`config.mk`:
```
export PLATFORM = sky130hd
export DESIGN_NAME = sem_ctrl
export DESIGN_NICKNAME = d
export VERILOG_FILES = /design/src/rtl/sem_pkg.sv /design/src/rtl/sem_ctrl.sv
export SDC_FILE = /design/constraint.sdc
export NUM_CORES = 1
export LEC_CHECK = 0
export BUFFER_PORTS_ARGS = -buffer_cell sky130_fd_sc_hd__buf_4
export CORE_AREA = 2 2 39 41
export CTS_CLUSTER_DIAMETER = 150
export DETAILED_ROUTE_END_ITERATION = 8
export DIE_AREA = 0 0 41 43
export GPL_TIMING_DRIVEN = 1
export HOLD_SLACK_MARGIN = 0.02
export PLACE_DENSITY = 0.64
export REMOVE_ABC_BUFFERS = 1
export SLEW_MARGIN = 20
export SYNTH_ARGS = -nofsm -noshare
export SYNTH_HDL_FRONTEND = slang
export SYNTH_SLANG_ARGS = --single-unit
```
`constraint.sdc`:
```
create_clock -name i_clk -period 1.35 [get_ports i_clk]
set_input_delay 0 -clock i_clk [delete_from_list [all_inputs] [get_ports i_clk]]
set_output_delay 0 -clock i_clk [all_outputs]
set_load 0.01 [all_outputs]
```
`src/rtl/sem_pkg.sv`:
```
// Shared constants, types and codes for the Sobel edge magnitude core.
// No dependencies; imported by every RTL module and interface except sem_ram.
package sem_pkg;

    // Frame size limits and derived widths
    localparam int MAX_WIDTH  = 1024;
    localparam int MAX_HEIGHT = 4096;
    localparam int COL_W      = $clog2(MAX_WIDTH);
    localparam int ROW_W      = $clog2(MAX_HEIGHT);
    localparam int WCNT_W     = $clog2(MAX_WIDTH + 1);
    localparam int HCNT_W     = $clog2(MAX_HEIGHT + 1);
    localparam int PEND_W     = $clog2(MAX_WIDTH + 2);

    // Field widths
    localparam int PIXEL_W        = 8;
    localparam int MAG_W          = 8;
    localparam int CFG_WIDTH_BITS = 11;
    localparam int CFG_HEIGHT_BITS = 13;
    localparam int CFG_DATA_W     = 13;
    localparam int CFG_IDX_W      = 1;

    // Reset values of the configuration registers
    localparam logic [CFG_WIDTH_BITS-1:0]  WIDTH_RESET  = 11'd640;
    localparam logic [CFG_HEIGHT_BITS-1:0] HEIGHT_RESET = 13'd480;

    // Register indexes
    localparam logic [CFG_IDX_W-1:0] REG_IMAGE_WIDTH  = 1'b0;
    localparam logic [CFG_IDX_W-1:0] REG_IMAGE_HEIGHT = 1'b1;

    // Item modes
    localparam logic MODE_PIXEL = 1'b0;
    localparam logic MODE_DRAIN = 1'b1;

    // Saturated magnitude
    localparam logic [MAG_W-1:0] MAG_MAX = 8'd255;

    // Root iteration count (one result bit per step)
    localparam int ROOT_BITS = MAG_W;
    localparam int RBIT_W    = $clog2(ROOT_BITS);

    // Controller to datapath commands
    typedef struct packed {
        logic              accept;
        logic              load;
        logic              square;
        logic              sum;
        logic              root;
        logic [RBIT_W-1:0] root_bit;
        logic              out_load;
    } t_cmd;

    // Datapath to controller status
    typedef struct packed {
        logic emit;
        logic out_free;
    } t_status;

endpackage

```
`src/rtl/sem_ctrl.sv`:
```
// Controller FSM: load of one item, then square, sum, root and output if due.
// Depends on sem_pkg for the command and status structs.
module sem_ctrl (
    input  logic             i_clk,
    input  logic             i_rst_n,
    input  logic             i_in_valid,
    output logic             o_in_ready,
    input  sem_pkg::t_status i_status,
    output sem_pkg::t_cmd    o_cmd
);
    import sem_pkg::*;

    localparam logic [2:0] S_IDLE   = 3'd0;
    localparam logic [2:0] S_LOAD   = 3'd1;
    localparam logic [2:0] S_SQUARE = 3'd2;
    localparam logic [2:0] S_SUM    = 3'd3;
    localparam logic [2:0] S_ROOT   = 3'd4;
    localparam logic [2:0] S_OUT    = 3'd5;

    localparam logic [RBIT_W-1:0] BIT_TOP = RBIT_W'(ROOT_BITS - 1);

    logic [2:0]        r_state, n_state;
    logic [RBIT_W-1:0] r_bit, n_bit;

    assign o_in_ready = (r_state == S_IDLE);

    // Next state and commands
    always_comb begin
        n_state = r_state;
        n_bit   = r_bit;
        o_cmd   = '0;
        o_cmd.root_bit = r_bit;
        unique case (r_state)
            S_IDLE: begin
                if (i_in_valid) begin
                    o_cmd.accept = 1'b1;
                    n_state      = S_LOAD;
                end
            end
            S_LOAD: begin
                o_cmd.load = 1'b1;
                n_state    = i_status.emit ? S_SQUARE : S_IDLE;
            end
            S_SQUARE: begin
                o_cmd.square = 1'b1;
                n_state      = S_SUM;
            end
            S_SUM: begin
                o_cmd.sum = 1'b1;
                n_bit     = BIT_TOP;
                n_state   = S_ROOT;
            end
            S_ROOT: begin
                o_cmd.root = 1'b1;
                if (r_bit == '0) begin
                    n_state = S_OUT;
                end else begin
                    n_bit = r_bit - 1'b1;
                end
            end
            S_OUT: begin
                if (i_status.out_free) begin
                    o_cmd.out_load = 1'b1;
                    n_state        = S_IDLE;
                end
            end
            default: begin
                n_state = S_IDLE;
            end
        endcase
    end

    // State registers
    always_ff @(posedge i_clk) begin
        if (!i_rst_n) begin
            r_state <= S_IDLE;
            r_bit   <= '0;
        end else begin
            r_state <= n_state;
            r_bit   <= n_bit;
        end
    end
endmodule

```
==> insert_results.sql <==
INSERT INTO impl_metrics (metric_group, metric, value, unit) VALUES
('yosys', 'synth-seq-cells', '6', ''),
('route', 'wirelength', '865', 'µm'),
('placement', 'detailed_place_hpwl', '656', 'µm'),
('yosys', 'synthMostInstantiatedCell', 'sky130_fd_sc_hd__dfxtp_1', ''),
('job', 'max_cap_viols', '0', ''),
('layout', 'post-route-cell-area', '609', 'µm²'),
('sta', 'layout_setup_ws', '0.0395', 'ns'),
('route', 'route.detailed.vias_per_inst', '4.82', ''),
('run_status', 'result_of_the_run', 'finished clean', ''),
('power', 'switching_power', '162', 'µW'),
('die', 'io-pin-count', '15', ''),
('route', 'remaining_drc_errors', '0', ''),
('power', 'p_leak', '0.306', 'nW'),
('layout', 'final_layout_size_suffix_gt1_frac', '0.529', ''),
('power', 'power_frac_comb', '0.301', ''),
('global_routing', 'grt_pass1_wl', '1320', 'µm'),
('route', 'drtAntennaViolNets', '0', ''),
('sta', 'final.hold.worst_slack', '0.0610', 'ns'),
('cts', 'clock_insertion_delay_worst_skew', '0.25', 'ns'),
('layout', 'fill_count', '141', ''),
('placement', 'finalWeightedCongestion', '0.764', ''),
('sta', 'largest_clock_skew_in_the_final_design', '0.00240', 'ns'),
('route', 'dr_total_vias', '405', ''),
('cts', 'clock-root-buffer', 'sky130_fd_sc_hd__clkbuf_4', ''),
('worst_setup_path', 'critical_path_required', '1.49', 'ns'),
('sta', 'worst_pin_slew', '0.294', 'ns'),
('worst_setup_path', 'cp_max_fo', '3', ''),
('yosys', 'synth.cells.most_frequent', 'sky130_fd_sc_hd__dfxtp_1 (6), sky130_fd_sc_hd__buf_6 (4), sky130_fd_sc_hd__inv_1 (4)', ''),
('route', 'drt_pass1_iterations', '3', ''),
('sta', 'grt_setup_unrepaired', 'false', ''),
('yosys', 'yosysWarnings', '0', ''),
('yosys', 'synth.cell_area', '413', 'µm²'),
('layout', 'area_delta_synth_final', '47.6', '%'),
('worst_setup_path', 'worstSetupEndpointType', 'flop', ''),
('yosys', 'yosys.area.top_type', 'sky130_fd_sc_hd__dfxtp_1', ''),
('worst_setup_path', 'regToRegStartpoint', 'r_bit[0]', ''),
('layout', 'fin_util', '0.440', ''),
('cts', 'ctsHtreeMaxLevel', '1', ''),
('yosys', 'netlist_top_cells_area', 'sky130_fd_sc_hd__dfxtp_1 (29%), sky130_fd_sc_hd__buf_6 (11%), sky130_fd_sc_hd__ha_1 (6.1%)', ''),
('worst_setup_path', 'timing.critical_path.arrival', '1.45', 'ns'),
('placement', 'place_area', '546', 'µm²'),
('global_routing', 'maximum_number_of_pins_on_one_net_before_global_route_repair', '8', ''),
('cts', 'path_clk_slew', '0.05', 'ns'),
('sta', 'finalSetupViolations', '0', ''),
('worst_hold_path', 'min_path_type', 'in -> reg', ''),
('layout', 'antenna_cells', '0', ''),
('power', 'power.share.sequential', '0.379', ''),
('global_routing', 'first_global_vias', '326', ''),
('sta', 'total_count_of_hold_check_failures_in_the_final_report', '0', ''),
('route', 'routed_wire_length_per_instance', '10.3', 'µm'),
('cts', 'cts_tree', 'built', ''),
('route', 'iteration_0_drc_markers', '8', ''),
('worst_hold_path', 'hp-start', 'i_status[1]', ''),
('worst_setup_path', 'r2r_setup_slack', '0.04', 'ns'),
('yosys', 'synth.avg_cell_area', '9.18', 'µm²'),
('sta', 'finalCriticalPeriod', '1.31', 'ns'),
('cts', 'cts-buffers-inserted', '3', ''),
('yosys', 'syn_inst', '45', ''),
('placement', 'dp.cells', '78', ''),
('die', 'vert_die_dim', '43', 'µm'),
('yosys', 'synth-seq-area-share', '0.291', ''),
('layout', 'layoutNonFillerInstCount', '84', ''),
('yosys', 'synth_top_area_frac', '0.291', ''),
('power', 'switching_part_of_the_total', '0.294', ''),
('power', 'power_density', '905', 'mW/mm²'),
('power', 'power_frac_clock', '0.320', ''),
('cts', 'clock_sinks', '6', ''),
('worst_setup_path', 'timing.reg2reg.worst_path_depth', '5', ''),
('worst_hold_path', 'hold_path_depth', '3', ''),
('global_routing', 'grt.total_usage', '0.112', ''),
('yosys', 'synth-edff-count', '0', '');
## area by class of cell
type	instances	area [µm²]	share of cell area
timing repair buffer	24	185	0.304
multi-input combinational	31	243	0.398
inverter	4	15.0	0.0246
tap	16	20.0	0.0329
sequential	6	124	0.203
clock buffer	3	22.5	0.0370
## critical path, stage by stage, from the launching register on
cell	delay [ns]
sky130_fd_sc_hd__dfxtp_2	0.32
sky130_fd_sc_hd__inv_2	0.05
sky130_fd_sc_hd__ha_2	0.16
sky130_fd_sc_hd__or2b_1	0.26
sky130_fd_sc_hd__a211o_1	0.25
sky130_fd_sc_hd__and3_1	0.16
## flip-flops by register name, indices dropped and copies added (netlist names)
register / count
r_bit: 3
r_state: 3
## placed cells by master, fill, tap and decap left out, drive strengths merged
cell type,count
nor2,3
and3,4
and2,3
o21a,1
ha,2
a311oi,1
and3b,1
inv,4
dfxtp,6
dlygate4sd3,2
nor3,1
a211oi,1
o41ai,1
or2b,1
nor2b,2
nor4b,1
o31a,1
a21boi,1
buf,22
nor3b,2
clkbuf,3
a21oi,1
nand3,2
a211o,2
## through the flow
step           power (mW)  TNS [ns]
2_1_floorplan       0.284   -0.0664
4_1_cts             0.549         0
3_3_place_gp        0.365         0
5_1_grt             0.589         0
3_5_place_dp        0.366         0
6_report            0.552         0
## per-layer routing
layer | wire [µm] | global-route usage | vias to the layer above
met5 | 0 | 0 | -
met4 | 12 | 0.0800 | 0
met3 | 42 | 0.0314 | 2
met2 | 418 | 0.172 | 13
met1 | 392 | 0.123 | 184
li1 | - | - | 206
## cells by family (layout without fill, tap and decap cells)
group	count (synthesis)	count (layout)	synth area share
flip-flops	6	6	0.291
adder cells (fa/ha/maj)	2	2	0.0606
buffers and inverters	8	31	0.145
AO/OA/AOI/OAI	9	9	0.176
AND/OR/NAND/NOR	20	20	0.327
## worst max path at each step
stage | from | endpoint | slack (ns) | cells past startpoint
final | r_bit[0] | r_bit[1] | 0.04 | 5
after global placement | r_bit[0] | r_bit[1] | 0.01 | 5
after CTS | r_bit[1] | r_bit[1] | 0.001 | 5
after detailed placement | r_bit[0] | r_bit[0] | 0.01 | 5
after global routing | r_bit[1] | r_bit[1] | 0.0003 | 5
after floorplan | r_bit[0] | r_bit[1] | -0.03 | 5
## timing repair
| item | CTS | global route |
|---|---|---|
| buffers inserted | 1 | 0 |
| hold buffers | 2 | 0 |
| pin swaps | 0 | 3 |
| gates resized for setup | 2 | 6 |
| endpoints found under the hold margin | 2 | 0 |
| gates cloned | 0 | 0 |
| endpoints found under the setup margin | 1 | 6 |
## power by group through the flow
stage,logic [mW],clock network [mW],registers (mW)
floorplan,0.0710,0,0.213
global placement,0.155,0,0.210
detailed placement,0.155,0,0.211
CTS,0.163,0.179,0.207
global route,0.187,0.190,0.211
finish,0.166,0.177,0.209
Power figures use the tool's default switching activity.
